==> config.mk <==
export PLATFORM = sky130hd
export DESIGN_NAME = packbits_bitmap_line_decoder
export DESIGN_NICKNAME = d
export VERILOG_FILES = /design/src/design/pbd_pkg.sv /design/src/design/pbd_front.sv /design/src/design/pbd_queue.sv /design/src/design/pbd_back.sv /design/src/design/packbits_bitmap_line_decoder.sv
export SDC_FILE = /design/constraint.sdc
export NUM_CORES = 1
export LEC_CHECK = 0
export BUFFER_PORTS_ARGS = -buffer_cell sky130_fd_sc_hd__buf_2
export CORE_ASPECT_RATIO = 1.2
export CORE_MARGIN = 2
export CORE_UTILIZATION = 40
export DETAILED_ROUTE_END_ITERATION = 7
export HOLD_SLACK_MARGIN = 0.06
export PLACE_DENSITY = 0.56
export SLEW_MARGIN = 20
export SYNTH_ARGS = -nofsm -noshare
export SYNTH_HDL_FRONTEND = slang
export SYNTH_HIERARCHICAL = 1
export SYNTH_SLANG_ARGS = --single-unit
==> constraint.sdc <==
create_clock -name clk -period 7 [get_ports clk]
set_input_delay 0.7 -clock clk [delete_from_list [all_inputs] [get_ports clk]]
set_output_delay 0.7 -clock clk [all_outputs]
set_load 0.01 [all_outputs]
==> src/design/pbd_pkg.sv <==
// Shared types and constants for the PackBits bitmap line decoder.
// Used by pbd_front, pbd_queue, pbd_back and the top level; no dependencies.
`default_nettype none

package pbd_pkg;

  // Scanline geometry and header sizes
  localparam int LINE_BYTES_DEFAULT = 72;
  localparam int QUEUE_DEPTH_DEFAULT = 2;
  localparam int HDR_POS_W = 10;
  localparam logic [HDR_POS_W-1:0] HDR_SHORT = 10'd512;
  localparam logic [HDR_POS_W-1:0] HDR_LONG  = 10'd640;

  // Configuration
  localparam int LINES_W = 11;
  localparam logic [LINES_W-1:0] IMAGE_LINES_RESET = 11'd720;
  localparam logic [LINES_W-1:0] MAX_LINES = 11'd1024;

  // Field widths
  localparam int BYTE_W = 8;
  localparam int LINE_W = 10;
  localparam int COL_W = 7;
  localparam int STATUS_W = 2;
  localparam int OUT_DATA_W = 40;
  localparam int OUT_USER_W = 3;

  // Input item kinds
  localparam logic REQ_BYTE = 1'b0;
  localparam logic REQ_EOS  = 1'b1;

  // Result status codes
  localparam logic [STATUS_W-1:0] ST_OK        = 2'd0;
  localparam logic [STATUS_W-1:0] ST_OVERRUN   = 2'd1;
  localparam logic [STATUS_W-1:0] ST_TRUNCATED = 2'd2;

  typedef struct packed {
    logic              eos;
    logic [BYTE_W-1:0] data;
  } item_t;

  typedef struct packed {
    logic [BYTE_W-1:0]   value;
    logic [BYTE_W-1:0]   rep;
    logic [LINE_W-1:0]   line;
    logic [COL_W-1:0]    col;
    logic                lend;
    logic                iend;
    logic [STATUS_W-1:0] status;
  } result_t;

  typedef enum logic [4:0] {
    PH_CONTROL = 5'b00001,
    PH_LITERAL = 5'b00010,
    PH_REPEAT  = 5'b00100,
    PH_DONE    = 5'b01000,
    PH_ERROR   = 5'b10000
  } phase_t;

endpackage

`default_nettype wire

==> src/design/pbd_front.sv <==
// Front end: accepts stream items, skips the file header, forwards body items.
// Depends on pbd_pkg; feeds pbd_queue.
`default_nettype none

module pbd_front (
  input  wire logic                        clk,
  input  wire logic                        rst,
  input  wire logic                        s_axis_tvalid,
  output logic                             s_axis_tready,
  input  wire logic [pbd_pkg::BYTE_W-1:0]  s_axis_tdata,   // in_byte
  input  wire logic                        s_axis_tuser,   // req_type
  output logic                             q_push,
  output pbd_pkg::item_t                   q_item,
  input  wire logic                        q_full
);

  logic [pbd_pkg::HDR_POS_W-1:0] hdr_pos;
  logic [pbd_pkg::HDR_POS_W-1:0] hdr_pos_next;
  logic                          long_hdr;
  logic                          long_hdr_next;
  logic                          in_body;
  logic                          accept;
  logic                          is_eos;
  logic                          hdr_byte;

  assign s_axis_tready = !q_full;
  assign accept = s_axis_tvalid && !q_full;
  assign is_eos = (s_axis_tuser == pbd_pkg::REQ_EOS);
  assign hdr_byte = !in_body && !is_eos;

  // Drop header bytes; end-of-stream markers always go on to the decoder.
  assign q_push = accept && !hdr_byte;
  assign q_item.eos = is_eos;
  assign q_item.data = s_axis_tdata;

  always_comb begin
    long_hdr_next = long_hdr;
    if (hdr_pos == pbd_pkg::HDR_POS_W'(1)) begin
      long_hdr_next = (s_axis_tdata != '0);
    end
    hdr_pos_next = hdr_pos + pbd_pkg::HDR_POS_W'(1);
  end

  always_ff @(posedge clk) begin
    if (rst) begin
      hdr_pos <= '0;
      long_hdr <= 1'b0;
      in_body <= 1'b0;
    end else if (accept && hdr_byte) begin
      hdr_pos <= hdr_pos_next;
      long_hdr <= long_hdr_next;
      if (hdr_pos_next >= (long_hdr_next ? pbd_pkg::HDR_LONG : pbd_pkg::HDR_SHORT)) begin
        in_body <= 1'b1;
      end
    end
  end

endmodule

`default_nettype wire

==> src/design/pbd_queue.sv <==
// Short FIFO between the front end and the decoder back end.
// Depends on pbd_pkg for the item type.
`default_nettype none

module pbd_queue #(
  parameter int DEPTH = pbd_pkg::QUEUE_DEPTH_DEFAULT
) (
  input  wire logic           clk,
  input  wire logic           rst,
  input  wire logic           push,
  input  wire pbd_pkg::item_t push_item,
  output logic                full,
  input  wire logic           pop,
  output pbd_pkg::item_t      pop_item,
  output logic                empty
);

  localparam int PW = (DEPTH > 1) ? $clog2(DEPTH) : 1;
  localparam int CW = $clog2(DEPTH + 1);

  pbd_pkg::item_t  slots [DEPTH];
  logic [PW-1:0]   wr_ptr;
  logic [PW-1:0]   rd_ptr;
  logic [CW-1:0]   count;

  assign full = (count == CW'(DEPTH));
  assign empty = (count == '0);
  assign pop_item = slots[rd_ptr];

  function automatic logic [PW-1:0] wrap_inc(input logic [PW-1:0] p);
    logic [PW-1:0] r;
    if (p == PW'(DEPTH - 1)) r = '0;
    else r = p + PW'(1);
    return r;
  endfunction

  always_ff @(posedge clk) begin
    if (push) begin
      slots[wr_ptr] <= push_item;
    end
  end

  always_ff @(posedge clk) begin
    if (rst) begin
      wr_ptr <= '0;
      rd_ptr <= '0;
      count <= '0;
    end else begin
      if (push) wr_ptr <= wrap_inc(wr_ptr);
      if (pop) rd_ptr <= wrap_inc(rd_ptr);
      if (push && !pop) count <= count + CW'(1);
      else if (pop && !push) count <= count - CW'(1);
    end
  end

endmodule

`default_nettype wire

==> src/design/pbd_back.sv <==
// Back end: PackBits run decoder with line/column tracking and an output register.
// Depends on pbd_pkg; consumes items from pbd_queue.
`default_nettype none

module pbd_back #(
  parameter int LINE_BYTES = pbd_pkg::LINE_BYTES_DEFAULT
) (
  input  wire logic                            clk,
  input  wire logic                            rst,
  input  wire logic [pbd_pkg::LINES_W-1:0]     image_lines,
  input  wire logic                            q_empty,
  input  wire pbd_pkg::item_t                  q_item,
  output logic                                 q_pop,
  output logic                                 m_axis_tvalid,
  input  wire logic                            m_axis_tready,
  // tdata: out_value[7:0], repeat_count[15:8], line_index[25:16], column[32:26], zero pad
  output logic [pbd_pkg::OUT_DATA_W-1:0]       m_axis_tdata,
  // tuser: line_end[0], status[2:1]
  output logic [pbd_pkg::OUT_USER_W-1:0]       m_axis_tuser,
  output logic                                 m_axis_tlast    // image_end
);

  localparam logic [7:0] LB = 8'(LINE_BYTES);

  pbd_pkg::phase_t                  phase;
  pbd_pkg::phase_t                  phase_next;
  logic [7:0]                       literal_left;
  logic [7:0]                       literal_left_next;
  logic [7:0]                       pending_repeat;
  logic [7:0]                       pending_repeat_next;
  logic [pbd_pkg::COL_W-1:0]        column_position;
  logic [pbd_pkg::COL_W-1:0]        column_position_next;
  logic [pbd_pkg::LINE_W-1:0]       line_counter;
  logic [pbd_pkg::LINE_W-1:0]       line_counter_next;
  pbd_pkg::result_t                 res;
  pbd_pkg::result_t                 res_next;
  logic                             emit;

  logic [pbd_pkg::LINES_W-1:0]      eff_lines;
  logic [7:0]                       remain;
  logic [7:0]                       run_len;
  logic [8:0]                       col_sum;
  logic                             at_line_end;
  logic                             last_line;
  logic [7:0]                       ctrl_count;

  assign q_pop = !q_empty && (!m_axis_tvalid || m_axis_tready);

  always_comb begin
    if (image_lines == '0) eff_lines = pbd_pkg::LINES_W'(1);
    else if (image_lines > pbd_pkg::MAX_LINES) eff_lines = pbd_pkg::MAX_LINES;
    else eff_lines = image_lines;
  end

  assign remain = LB - {1'b0, column_position};
  assign run_len = (phase == pbd_pkg::PH_LITERAL) ? 8'd1 : pending_repeat;
  assign col_sum = {2'b00, column_position} + {1'b0, run_len};
  assign at_line_end = (col_sum >= {1'b0, LB});
  assign last_line = (({1'b0, line_counter} + pbd_pkg::LINES_W'(1)) >= eff_lines);
  // Repeat control gives (1 - c) mod 256; literal control gives c + 1.
  assign ctrl_count = q_item.data[7] ? (8'd1 - q_item.data) : (q_item.data + 8'd1);

  always_comb begin
    phase_next = phase;
    literal_left_next = literal_left;
    pending_repeat_next = pending_repeat;
    column_position_next = column_position;
    line_counter_next = line_counter;
    emit = 1'b0;
    res_next = '0;
    res_next.line = line_counter;
    res_next.col = column_position;
    res_next.status = pbd_pkg::ST_OK;
    if (q_pop) begin
      unique case (phase)
        pbd_pkg::PH_CONTROL: begin
          if (q_item.eos) begin
            emit = 1'b1;
            res_next.status = pbd_pkg::ST_TRUNCATED;
            phase_next = pbd_pkg::PH_ERROR;
          end else if (ctrl_count > remain) begin
            emit = 1'b1;
            res_next.status = pbd_pkg::ST_OVERRUN;
            phase_next = pbd_pkg::PH_ERROR;
          end else if (q_item.data[7]) begin
            pending_repeat_next = ctrl_count;
            phase_next = pbd_pkg::PH_REPEAT;
          end else begin
            literal_left_next = ctrl_count;
            phase_next = pbd_pkg::PH_LITERAL;
          end
        end
        pbd_pkg::PH_LITERAL, pbd_pkg::PH_REPEAT: begin
          emit = 1'b1;
          if (q_item.eos) begin
            res_next.status = pbd_pkg::ST_TRUNCATED;
            phase_next = pbd_pkg::PH_ERROR;
          end else begin
            res_next.value = q_item.data;
            res_next.rep = run_len;
            res_next.lend = at_line_end;
            res_next.iend = at_line_end && last_line;
            if (phase == pbd_pkg::PH_LITERAL) begin
              literal_left_next = literal_left - 8'd1;
            end else begin
              pending_repeat_next = '0;
            end
            column_position_next = at_line_end ? '0 : col_sum[pbd_pkg::COL_W-1:0];
            if (at_line_end && !last_line) begin
              line_counter_next = line_counter + pbd_pkg::LINE_W'(1);
            end
            if (at_line_end && last_line) begin
              phase_next = pbd_pkg::PH_DONE;
            end else if (phase == pbd_pkg::PH_LITERAL && literal_left_next != '0) begin
              phase_next = pbd_pkg::PH_LITERAL;
            end else begin
              phase_next = pbd_pkg::PH_CONTROL;
            end
          end
        end
        default: begin
          // done or error: drop everything until reset
        end
      endcase
    end
  end

  always_ff @(posedge clk) begin
    if (rst) begin
      phase <= pbd_pkg::PH_CONTROL;
      literal_left <= '0;
      pending_repeat <= '0;
      column_position <= '0;
      line_counter <= '0;
      m_axis_tvalid <= 1'b0;
    end else begin
      phase <= phase_next;
      literal_left <= literal_left_next;
      pending_repeat <= pending_repeat_next;
      column_position <= column_position_next;
      line_counter <= line_counter_next;
      if (emit) begin
        m_axis_tvalid <= 1'b1;
      end else if (m_axis_tready) begin
        m_axis_tvalid <= 1'b0;
      end
    end
  end

  always_ff @(posedge clk) begin
    if (emit) begin
      res <= res_next;
    end
  end

  assign m_axis_tdata = {7'b0000000, res.col, res.line, res.rep, res.value};
  assign m_axis_tuser = {res.status, res.lend};
  assign m_axis_tlast = res.iend;

endmodule

`default_nettype wire

==> src/design/packbits_bitmap_line_decoder.sv <==
// PackBits bitmap line decoder, top level.
// Depends on pbd_pkg, pbd_front, pbd_queue and pbd_back.
//
// Usage:
//   Feed the raw file bytes from offset zero on the s_axis channel, one item a
//   cycle (tuser 0 = byte in tdata, tuser 1 = end-of-stream marker). The 512 or
//   640 byte header is dropped in the front end; body bytes pass through a
//   short queue to the run decoder. Each literal byte or repeat run comes out
//   as one m_axis item with its byte, count, line and starting column; tuser
//   carries the line-end flag and the status, tlast marks the end of the image.
//   An overrun or a marker before the image is complete gives one error item
//   and the decoder then drops all input until reset, as it does after tlast.
//   A body byte is written into the queue when accepted; the decoder step that pops it
//   loads the output register. Throughput: one item per cycle while m_axis_tready is
//   high, set by the single decoder step per queued item; control and header bytes give
//   no output. When m_axis_tready is low the output register holds, the queue fills, and
//   s_axis_tready drops once the queue is full. cfg_data (image_lines) is to be written
//   on cfg_valid while idle, a user rule the block does not enforce; cfg_ready is high.
//   Reset (rst, synchronous) clears all decoder state and sets image_lines to 720.
`default_nettype none

module packbits_bitmap_line_decoder #(
  parameter int LINE_BYTES = pbd_pkg::LINE_BYTES_DEFAULT,
  parameter int QUEUE_DEPTH = pbd_pkg::QUEUE_DEPTH_DEFAULT
) (
  input  wire logic                            clk,
  input  wire logic                            rst,
  input  wire logic                            cfg_valid,
  output logic                                 cfg_ready,
  input  wire logic [pbd_pkg::LINES_W-1:0]     cfg_data,       // image_lines
  input  wire logic                            s_axis_tvalid,
  output logic                                 s_axis_tready,
  input  wire logic [pbd_pkg::BYTE_W-1:0]      s_axis_tdata,   // in_byte[7:0]
  input  wire logic                            s_axis_tuser,   // req_type[0]
  output logic                                 m_axis_tvalid,
  input  wire logic                            m_axis_tready,
  // tdata: out_value[7:0], repeat_count[15:8], line_index[25:16], column[32:26], zero pad
  output logic [pbd_pkg::OUT_DATA_W-1:0]       m_axis_tdata,
  // tuser: line_end[0], status[2:1]
  output logic [pbd_pkg::OUT_USER_W-1:0]       m_axis_tuser,
  output logic                                 m_axis_tlast    // image_end
);

  logic [pbd_pkg::LINES_W-1:0] image_lines;
  logic                        q_push;
  logic                        q_full;
  logic                        q_pop;
  logic                        q_empty;
  pbd_pkg::item_t              q_in_item;
  pbd_pkg::item_t              q_out_item;

  assign cfg_ready = 1'b1;

  always_ff @(posedge clk) begin
    if (rst) begin
      image_lines <= pbd_pkg::IMAGE_LINES_RESET;
    end else if (cfg_valid) begin
      image_lines <= cfg_data;
    end
  end

  pbd_front u_front (
    .clk           (clk),
    .rst           (rst),
    .s_axis_tvalid (s_axis_tvalid),
    .s_axis_tready (s_axis_tready),
    .s_axis_tdata  (s_axis_tdata),
    .s_axis_tuser  (s_axis_tuser),
    .q_push        (q_push),
    .q_item        (q_in_item),
    .q_full        (q_full)
  );

  pbd_queue #(
    .DEPTH (QUEUE_DEPTH)
  ) u_queue (
    .clk       (clk),
    .rst       (rst),
    .push      (q_push),
    .push_item (q_in_item),
    .full      (q_full),
    .pop       (q_pop),
    .pop_item  (q_out_item),
    .empty     (q_empty)
  );

  pbd_back #(
    .LINE_BYTES (LINE_BYTES)
  ) u_back (
    .clk           (clk),
    .rst           (rst),
    .image_lines   (image_lines),
    .q_empty       (q_empty),
    .q_item        (q_out_item),
    .q_pop         (q_pop),
    .m_axis_tvalid (m_axis_tvalid),
    .m_axis_tready (m_axis_tready),
    .m_axis_tdata  (m_axis_tdata),
    .m_axis_tuser  (m_axis_tuser),
    .m_axis_tlast  (m_axis_tlast)
  );

  // Error items carry no run.
  a_err_no_run: assert property (@(posedge clk) disable iff (rst)
    (m_axis_tvalid && m_axis_tuser[2:1] != pbd_pkg::ST_OK) |->
      (m_axis_tdata[15:8] == '0 && !m_axis_tlast && !m_axis_tuser[0]))
    else $error("error item carries run data");

  // The image ends only at a line end.
  a_iend_lend: assert property (@(posedge clk) disable iff (rst)
    (m_axis_tvalid && m_axis_tlast) |-> m_axis_tuser[0])
    else $error("image end without line end");

  // Runs start inside the line.
  a_col_range: assert property (@(posedge clk) disable iff (rst)
    m_axis_tvalid |-> (m_axis_tdata[32:26] < pbd_pkg::COL_W'(LINE_BYTES)))
    else $error("run column outside the line");

  // Nothing follows the last item of the image.
  a_quiet_after_end: assert property (@(posedge clk) disable iff (rst)
    (m_axis_tvalid && m_axis_tready && m_axis_tlast) |=> !m_axis_tvalid)
    else $error("result after image end");

endmodule

`default_nettype wire

==> metrics.yaml, run 1 <==
synthArstFlopShare_pct: 0
ctsResizeCount: 0
syn_to_final_growth_pct: 15.2
rows: 51
ys_top_cells_by_area: "edfxtp_1, dfxtp_1, ha_1, xor2_1, nor2_1"
setup_ws_ns: 2.99
core_area_sq_um: 16200
worst_pin_slew_ns: 0.949
critical_path.max_fanout: 9
hp-class: "flip-flop to flip-flop"
cts-buffers-inserted: 17
syn_inst: 659
dp_slack_ns: 2.68
fmax_mhz: 249
postRouteAntennaNets: 0
finalCritPeriodShare_pct: 57.3
synth_largest_area_cell: "edfxtp_1"
worst-path-buf-inv: 1
finalHoldViolCount: 0
stdcell_area_sq_um: 7610
post_drt_wl_per_cell_um: 16.4
worstSkewPairLatency_ns: 0.42
ys_seq_area_share_pct: 45.3
rsz0062_at_grt: "false"
antenna_cells: 0
synth-edff-count: 55
die_area_sq_um: 17600
die_x_um: 121
fin_tns_setup_ns: 0
cp-end-kind: "flip-flop"
final_common_cell: "dfxtp_1"
cp.arrival_ns: 4.28
max-vdd-ir-drop_mv: 0.164
portBuffers: 63
clk_pin_slew_ns: 0.05
fin_crit_ns: 4.01
die_height_um: 145
grt_max_degree: 69
dr_total_vias: 4949
crit_family: "compound AO/OA/AOI/OAI gates"
cts_tree: "done"
critPathLaunchType: "flip-flop"
netlist_area_sq_um: 6610
critPathMaxStageDelay_ns: 0.61
htreeDepth: 4
routed_via_density: 5.29
layout-drive-gt1-share_pct: 19.2
yosysWarnings: 6
cts.sinks: 122
place.gp.congestion: 0.862
required_ns: 7.27
dp_hpwl_um: 11200
n_fill_cell: 1558
root_buffer: "clkbuf_16"
total_power_mw: 2.47
routed_wirelength_um: 15400
ys_seq_elements: 122
status: "finished clean"
slowest_stage: "o41ai_1"
grt_pass1_wl_um: 24800
relSlewSlack_pct: 36.5
ioPinCount: 72
cap_viol_max_count: 0
synth_top_area_share_pct: 25.0
synth_ff_type: "dfxtp_1"
holdWs_ns: 0.470
grt-ovfl-total: 0
synth.distinct_cells: 76
setup_violations: 0
drt_first_pass_iters: 5
cts_setup_buffers: 0
drc: 0
finClkSkew_ns: 0.00677
crit_path_frequent_cell: "ha_1"
syn_avg_cell_area_sq_um: 10.0
initial_core_util_pct: 40.8
final_cell_mix: "dfxtp_1, nor2_1, buf_2, edfxtp_1, nand2_1"
path_class: "flip-flop to flip-flop"
fin_nets: 773
drt_iter0_drc: 335
power_leakage_nw: 3.02
power_density_nw_per_um2: 325
slew_viol_final: 0
first_global_vias: 4968
crit_path_cell_trace: "mux2_2 > inv_1 > ha_1 > nand2_1 > o41ai_1 > ha_1 > nand4_1 > or2_1 > a21o_1 > a2111oi_2 > o21ai_1 > a22oi_1 > nor2_1"
clock_path_buffers: 2
place_area_sq_um: 7000
hold_buffers: 0
grt_usage_pct: 18.4
grt_antenna_before_repair: 0
==> per-layer routing <==
layer  routed length (um)  GRT usage [%]
met1                 6410           20.8
met2                 7820           33.0
met3                  843           5.37
met4                  286           6.53
met5                    0              0
==> synthesized netlist by cell type, drive strengths merged (6+ instances only) <==
cell	count
mux2i	7
ha	37
nor2	67
nand4	14
and3	11
a211oi	9
inv	23
nor3	11
nand2	45
a21o	7
and2	18
dfxtp	67
a22oi	6
nor4	11
xor2	30
xnor2	20
clkbuf	15
a21oi	39
o21ai	26
nor2b	10
nand3	17
buf	26
edfxtp	55
mux2	12
==> logic make-up (layout without fill, tap and decap cells) <==
family          Yosys count  after routing  synth area share [%]
compound gates          129            129                  13.5
xor+xnor                 50             50                  6.63
fa+ha+maj                38             38                  7.31
buf+inv                  65            123                  5.05
flops                   122            122                  45.3
mux                      19             19                  3.10
other cells               2              8                 0.114
simple gates            234            234                  19.0
==> final timing paths <==
check	start	endpoint	slack (ns)	depth (start not counted)
worst max register to register	flip-flop	u_back/pending_repeat[7]$_SDFFE_PP0P_	2.99	13
worst min-delay path	u_back/pending_repeat[1]$_SDFFE_PP0P_	u_back/pending_repeat[1]$_SDFFE_PP0P_	0.47	2
worst max-delay path	flip-flop	u_back/pending_repeat[7]$_SDFFE_PP0P_	2.99	13
worst min register to register	u_back/pending_repeat[1]$_SDFFE_PP0P_	u_back/pending_repeat[1]$_SDFFE_PP0P_	0.47	2
==> worst reg2reg max path, cell delays in order, from the launching register on <==
cell and delay, ns:
dfxtp_1 0.54, mux2_2 0.44, inv_1 0.11, ha_1 0.17
nand2_1 0.07, o41ai_1 0.61, ha_1 0.26, nand4_1 0.14
or2_1 0.26, a21o_1 0.20, a2111oi_2 0.44, o21ai_1 0.31
a22oi_1 0.25, nor2_1 0.06
==> state kept, by name (all words and copies together), names as in the netlist, 3 cells and up, named ones only <==
name and flops:
u_back/m_axis_tuser 3, u_queue/slots 18, u_back/literal_left 8, u_back/phase 5, u_back/column_position 7, image_lines 11
u_back/line_counter 10, u_back/m_axis_tdata 33, u_front/hdr_pos 10, u_back/pending_repeat 8
==> metrics by stage <==
step | instances | util (%)
2_1_floorplan | 665 | -
3_3_place_gp | 902 | 43.2
6_report | 935 | 47.0
3_5_place_dp | 902 | 43.2
5_1_grt | 935 | 47.0
4_1_cts | 934 | 46.8
==> report_power, final <==
part | switching (mW) | internal, mW
logic | 0.388 | 0.244
clock network | 0.310 | 0.564
registers | 0.0650 | 0.900
==> layout make-up <==
cell class | count | area (sq um) | area share [%]
timing repair buffer | 67 | 358 | 4.70
clock buffer | 19 | 443 | 5.82
clock inverter | 13 | 151 | 1.99
tap | 212 | 265 | 3.48
sequential | 122 | 2990 | 39.3
inverter | 24 | 90.1 | 1.18
multi-input combinational | 478 | 3310 | 43.5
Note: power is estimated with default switching activity, not from simulation.
==> run 2: changes to the inputs <==
--- a/config.mk
+++ b/config.mk
@@ -11,7 +11,7 @@
 export CORE_UTILIZATION = 40
 export DETAILED_ROUTE_END_ITERATION = 7
 export HOLD_SLACK_MARGIN = 0.06
-export PLACE_DENSITY = 0.56
+export PLACE_DENSITY = 0.58
 export SLEW_MARGIN = 20
 export SYNTH_ARGS = -nofsm -noshare
 export SYNTH_HDL_FRONTEND = slang
==> constraint.sdc (replaced) <==
create_clock -name clk -period 3.6 [get_ports clk]
set_input_delay 0.36 -clock clk [delete_from_list [all_inputs] [get_ports clk]]
set_output_delay 0.36 -clock clk [all_outputs]
set_load 0.01 [all_outputs]
==> metrics.yaml, run 2 (same netlist as run 1, synthesis figures left out) <==
required_ns: 3.91  # -3.36 ns
reg2reg_to: "u_back/pending_repeat[7]$_SDFFE_PP0P_"
grt_usage_pct: 18.5  # +0.11 points
worst-path-buf-inv: 2  # +1
slowest_stage: "mux2_2"
hp-class: "input pin to flip-flop"
layout-drive-gt1-share_pct: 24.4  # +5.2 points
slew_viol_final: 0  # unchanged
routed_wirelength_um: 15500  # +0.97%
fin_cells: 974  # +4.2%
die_area_sq_um: 17600  # unchanged
htreeDepth: 4  # unchanged
rrSetupSlack_ns: 0.18  # -2.81 ns
cts_tree: "done"
finClkSkew_ns: 0.00860  # +0.00182 ns
path_class: "flip-flop to flip-flop"
syn_to_final_growth_pct: 20.9
fin_tns_setup_ns: 0  # unchanged
worst_pin_slew_ns: 0.848  # -0.101 ns
die_x_um: 121  # unchanged
initial_core_util_pct: 40.8  # unchanged
status: "finished clean"
critical_path.max_fanout: 8  # -1
antenna_cells: 0  # unchanged
finalHoldViolCount: 0  # unchanged
fin_crit_ns: 3.42  # -0.589 ns
postRouteAntennaNets: 0  # unchanged
root_buffer: "clkbuf_16"
place.gp.congestion: 0.825  # -4.4%
final_common_cell: "dfxtp_1"
dr_total_vias: 5226  # +5.6%
finalCritPeriodShare_pct: 95.0  # +38 points
fmax_mhz: 292  # +17%
portBuffers: 63  # unchanged
endpoint: "u_back/pending_repeat[7]$_SDFFE_PP0P_"
grt_pass1_wl_um: 25300  # +1.9%
rows: 51  # unchanged
grt_antenna_before_repair: 0  # unchanged
grt_max_degree: 42  # -39%
cts-buffers-inserted: 17  # unchanged
clk_pin_slew_ns: 0.06  # about the same
final_cell_mix: "dfxtp_1, nor2_1, buf_2, edfxtp_1, nand2_1"
dp.cells: 940  # +4.2%
post_drt_wl_per_cell_um: 15.9  # -3.1%
drt_iter0_drc: 278  # -17%
core_area_sq_um: 16200  # unchanged
die_height_um: 145  # unchanged
first_global_vias: 5176  # +4.2%
relSlewSlack_pct: 43.5  # +6.9 points
ioPinCount: 72  # unchanged
worstSkewPairLatency_ns: 0.42  # about the same
power_density_nw_per_um2: 642  # +98%
crit_family: "compound AO/OA/AOI/OAI gates"
crit_path_cell_trace: "buf_4 > mux2_2 > and2_1 > a41oi_1 > a21oi_1 > xor2_1 > ha_1 > nand4_1 > or2_1 > a21o_1 > buf_4 > a2111oi_4 > o21ai_2 > a22oi_1 > nor2_1"
drt_first_pass_iters: 5  # unchanged
setup_violations: 0  # unchanged
n_fill_cell: 1520  # -2.4%
fin_nets: 812  # +5.0%
routed_via_density: 5.37  # +1.4%
critPathLaunchType: "flip-flop"
critical_path_cell_count: 15  # +2
cap_viol_max_count: 0  # unchanged
crit_path_frequent_cell: "buf_4"
power_leakage_nw: 3.23  # +7.0%
largest_register_ff_count: 33  # unchanged
cp.arrival_ns: 3.73  # -0.55 ns
cts.sinks: 122  # unchanged
reg2reg_depth: 15  # +2
clock_path_buffers: 2  # unchanged
dp_hpwl_um: 11200  # -0.69%
critPathMaxStageDelay_ns: 0.39  # -0.22 ns
max-vdd-ir-drop_mv: 0.314  # +92%
cp-end-kind: "flip-flop"
cts_setup_buffers: 0  # unchanged
rsz0062_at_grt: "true"
drc: 0  # unchanged
grt-ovfl-total: 0  # unchanged
## run 2: changes by cell type in the layout (fill, tap and decap cells not counted), sizes merged
cell / before / now
buf: 67 / 104
clkbuf: 19 / 17
a21oi: 39 / 40
bufinv: 3 / 4
inv: 23 / 24
nor2b: 10 / 11
## run 2: final cells by class
| class | count | area, sq um | area share [%] |
|---|---|---|---|
| Clock inverter | 15 | 199 | 2.49 |
| Clock buffer | 17 | 425 | 5.32 |
| Timing Repair Buffer | 104 | 623 | 7.80 |
| Tap cell | 212 | 265 | 3.32 |
| Multi-Input combinational cell | 480 | 3390 | 42.4 |
| Inverter | 24 | 90.1 | 1.13 |
| Sequential cell | 122 | 3000 | 37.5 |
## run 2: worst min path at each step
stage | from | end | slack, ns | cells after the start
final | s_axis_tdata[6] | u_queue/slots[0][6]$_DFFE_PP_ | 0.14 | 1
after global routing | s_axis_tdata[6] | u_queue/slots[0][6]$_DFFE_PP_ | 0.13 | 1
after CTS | s_axis_tdata[6] | u_queue/slots[0][6]$_DFFE_PP_ | 0.13 | 1
after detailed placement | u_back/pending_repeat[1]$_SDFFE_PP0P_ | u_back/pending_repeat[1]$_SDFFE_PP0P_ | 0.46 | 2
after global placement | u_back/pending_repeat[1]$_SDFFE_PP0P_ | u_back/pending_repeat[1]$_SDFFE_PP0P_ | 0.46 | 2
after floorplan | rst | u_queue/count[1]$_SDFFE_PP0P_ | 0.43 | 1
## run 2: worst reg2reg max path, delay by kind of cell (launching register included)
kind	cells	cell delay, ns
DFF	1	0.37
AOI/OAI and AO/OA	6	1.22
and+or+nand+nor	4	0.60
muxes	1	0.39
adders and majority gates	1	0.30
buffers and inverters	2	0.29
xor gates and xnor gates	1	0.16
## run 2: repair_timing
action,in CTS,in global routing
resized for setup,6,8
gates cloned,1,1
hold buffers,0,0
endpoints found under the setup margin,45,61
pin swaps,0,2
## run 2: power breakdown
group	internal, mW	switching (mW)	leakage [nW]
logic	0.629	0.846	1.87
registers	1.75	0.119	1.06
clock network	1.16	0.629	0.295
total	3.54	1.59	3.23
## run 2: routing by layer
| metal | part of all wire (%) | GRT usage, % | wire length (um) | up-vias |
|---|---|---|---|---|
| li1 | - | - | - | 2554 |
| met1 | 43 | 20.9 | 6690 | 2525 |
| met2 | 51 | 33.6 | 7950 | 126 |
| met3 | 4.2 | 4.82 | 652 | 21 |
| met4 | 1.4 | 6.59 | 212 | 0 |
| met5 | 0 | 0 | 0 | - |
## run 2: per-stage QoR
stage / power (mW) / hold slack, ns / setup slack, ns / instance area (sq um) / utilization (%)
detailed placement: 3.30 / 0.461 / -0.222 / 7280 / 44.9
CTS: 5.15 / 0.126 / 0.0428 / 7940 / 49.0
global route: 5.39 / 0.133 / -0.00314 / 7990 / 49.3
floorplan: 2.72 / 0.429 / 0.0115 / 6640 / -
global placement: 3.27 / 0.456 / -0.167 / 7280 / 44.9
finish: 5.13 / 0.142 / 0.179 / 7990 / 49.3
==> run 3: changes to the inputs <==
--- a/config.mk
+++ b/config.mk
@@ -11,7 +11,7 @@
 export CORE_UTILIZATION = 40
 export DETAILED_ROUTE_END_ITERATION = 7
 export HOLD_SLACK_MARGIN = 0.06
-export PLACE_DENSITY = 0.58
+export PLACE_DENSITY = 0.56
 export SLEW_MARGIN = 20
 export SYNTH_ARGS = -nofsm -noshare
 export SYNTH_HDL_FRONTEND = slang
==> constraint.sdc (replaced) <==
create_clock -name clk -period 4 [get_ports clk]
set_input_delay 0.4 -clock clk [delete_from_list [all_inputs] [get_ports clk]]
set_output_delay 0.4 -clock clk [all_outputs]
set_load 0.01 [all_outputs]
==> metrics.yaml, run 3 (same netlist as run 1, synthesis figures left out) <==
clkPwrFrac_pct: 36.6  # +1.8 points
power_leakage_nw: 3.11  # -3.8%
fin_tns_setup_ns: 0  # unchanged
cp-end-kind: "flip-flop"
switchingPower_mw: 1.36  # -15%
rsz0062_at_grt: "false"
fin_crit_ns: 3.81  # +0.394 ns
status: "finished clean"
worst-path-buf-inv: 2  # unchanged
first_global_vias: 5022  # -3.0%
internal_power_mw: 3.10  # -12%
htreeDepth: 4  # unchanged
grt_antenna_before_repair: 0  # unchanged
ctsResizeCount: 0  # -6
critical_path.max_fanout: 31  # +23
final_common_cell: "dfxtp_1"
root_buffer: "clkbuf_16"
crit_family: "compound AO/OA/AOI/OAI gates"
dp_slack_ns: 0.142  # +0.364 ns
drt-met1-wl_um: 6450  # -3.7%
max-vdd-ir-drop_mv: 0.260  # -17%
core_area_sq_um: 16200  # unchanged
grt_usage_pct: 18.3  # -0.22 points
required_ns: 4.17  # +0.26 ns
setup_violations: 0  # unchanged
grt_pass1_wl_um: 25000  # -1.4%
clock_path_buffers: 2  # unchanged
hold_buffers: 0  # unchanged
p_comb_share_pct: 25.5  # -3.2 points
ioPinCount: 72  # unchanged
drc: 0  # unchanged
cts.sinks: 122  # unchanged
drt_first_pass_iters: 5  # unchanged
fmax_mhz: 262  # -10%
cp.arrival_ns: 3.98  # +0.25 ns
top_layer: "met4"
holdWs_ns: 0.189  # +0.0467 ns
syn_to_final_growth_pct: 17.0
cts-buffers-inserted: 17  # unchanged
fin_util_pct: 47.7  # -1.6 points
setup_ws_ns: 0.185  # +0.00645 ns
routed_via_density: 5.37  # about the same
cts_tree: "done"
crit_path_cell_trace: "buf_4 > mux2_2 > nor2_1 > nand2_1 > a21oi_1 > xnor2_1 > ha_1 > a211oi_1 > o21bai_1 > a21o_1 > a21o_1 > a21oi_1 > nor2b_4 > buf_12"
clk_pin_slew_ns: 0.05  # about the same
finalHoldViolCount: 0  # unchanged
initial_core_util_pct: 40.8  # unchanged
critPathLaunchType: "flip-flop"
finClkSkew_ns: 0.00837  # -0.000232 ns
power_density_nw_per_um2: 577  # -10%
rows: 51  # unchanged
routed_wirelength_um: 15400  # -0.44%
grt-ovfl-total: 0  # unchanged
relSlewSlack_pct: 39.0  # -4.5 points
worstSkewPairLatency_ns: 0.42  # about the same
die_height_um: 145  # unchanged
worst_pin_slew_ns: 0.915  # +0.0671 ns
largest_register_ff_count: 33  # unchanged
dp_hpwl_um: 11300  # +1.2%
switching_share_pct: 30.4  # -0.63 points
critPathMaxStageDelay_ns: 0.43  # +0.04 ns
path_class: "flip-flop to flip-flop"
hp-class: "input pin to flip-flop"
p_seq_share_pct: 37.9  # +1.4 points
met3_length_um: 696  # +6.7%
postRouteAntennaNets: 0  # unchanged
slowest_stage: "dfxtp_1"
cap_viol_max_count: 0  # unchanged
portBuffers: 63  # unchanged
place.gp.congestion: 0.924  # +12%
dr_total_vias: 5064  # -3.1%
antenna_cells: 0  # unchanged
slew_viol_final: 0  # unchanged
post_drt_wl_per_cell_um: 16.4  # +2.8%
die_x_um: 121  # unchanged
die_area_sq_um: 17600  # unchanged
grt_max_degree: 45  # +7.1%
dr_wl_met2_um: 7800  # -1.9%
layout-drive-gt1-share_pct: 20.7  # -3.8 points
finalCritPeriodShare_pct: 95.4  # +0.34 points
drt_iter0_drc: 364  # +31%
final_cell_mix: "dfxtp_1, nor2_1, buf_2, edfxtp_1, nand2_1"
fin_nets: 781  # -3.8%
## run 3: cell count changes in the layout (fill, tap and decap cells not counted), moves of 2 or more
cell / delta
buf_4: -30
bufinv_16: -3
clkbuf_16: +5
clkbuf_8: +2
clkinv_1: -2
clkinv_2: +2
clkinv_4: -3
clkinvlp_4: -3
inv_4: +2
## run 3: what timing repair did
item                                    in CTS  in global routing
endpoints found under the setup margin       0                 42
endpoints found under the hold margin        0                  0
buffers inserted                             0                  1
## run 3: stage by stage
stage          total power [mW]  cells  area, sq um
6_report                   4.46    943         7730
5_1_grt                    4.68    943         7730
4_1_cts                    4.49    942         7720
3_5_place_dp               2.85    910         7070
3_3_place_gp               2.83    910         7070
2_1_floorplan              2.44    665         6630
## run 3: area by class of cell
cell class	instances	area, sq um
fillers	1522	8480
multi-input cells	478	3310
flip-flops and latches	122	2990
clock buffers	25	586
repair buffers	75	418
well taps	212	265
inverters	24	90.1
clock inverters	7	66.3
## run 3: final timing paths
check | from | to | slack [ns] | cells past startpoint
setup / recovery | flip-flop | u_back/m_axis_tdata[16]$_DFFE_PP_ | 0.19 | 14
hold / removal | s_axis_tdata[4] | u_queue/slots[1][4]$_DFFE_PP_ | 0.19 | 1
setup reg to reg | flip-flop | u_back/m_axis_tdata[16]$_DFFE_PP_ | 0.19 | 14
hold reg to reg | u_back/pending_repeat[2]$_SDFFE_PP0P_ | u_back/pending_repeat[2]$_SDFFE_PP0P_ | 0.49 | 2
## run 3: worst reg2reg max path, delay by kind of cell, from the launching register on
kind	cells	cell delay (ns)
AO/OA/AOI/OAI	6	1.30
XOR/XNOR	1	0.30
adder cells (fa/ha/maj)	1	0.34
buffers and inverters	2	0.39
flip-flops	1	0.43
multiplexers	1	0.40
AND/OR/NAND/NOR	3	0.39
## run 3: routing by layer
layer  track usage [%]  vias up
li1                  -     2482
met1              20.5     2412
met2              32.7      132
met3              3.72       38
met4              9.68        0
met5                 0        -
## run 3: power by group through the flow
| stage | combinational [mW] | sequential (mW) | clock, mW |
|---|---|---|---|
| after detailed placement | 1.13 | 1.71 | 0 |
| final | 1.14 | 1.69 | 1.63 |
| after floorplan | 0.669 | 1.77 | 0 |
| after global placement | 1.11 | 1.71 | 0 |
| after CTS | 1.14 | 1.69 | 1.66 |
| after global routing | 1.26 | 1.71 | 1.72 |
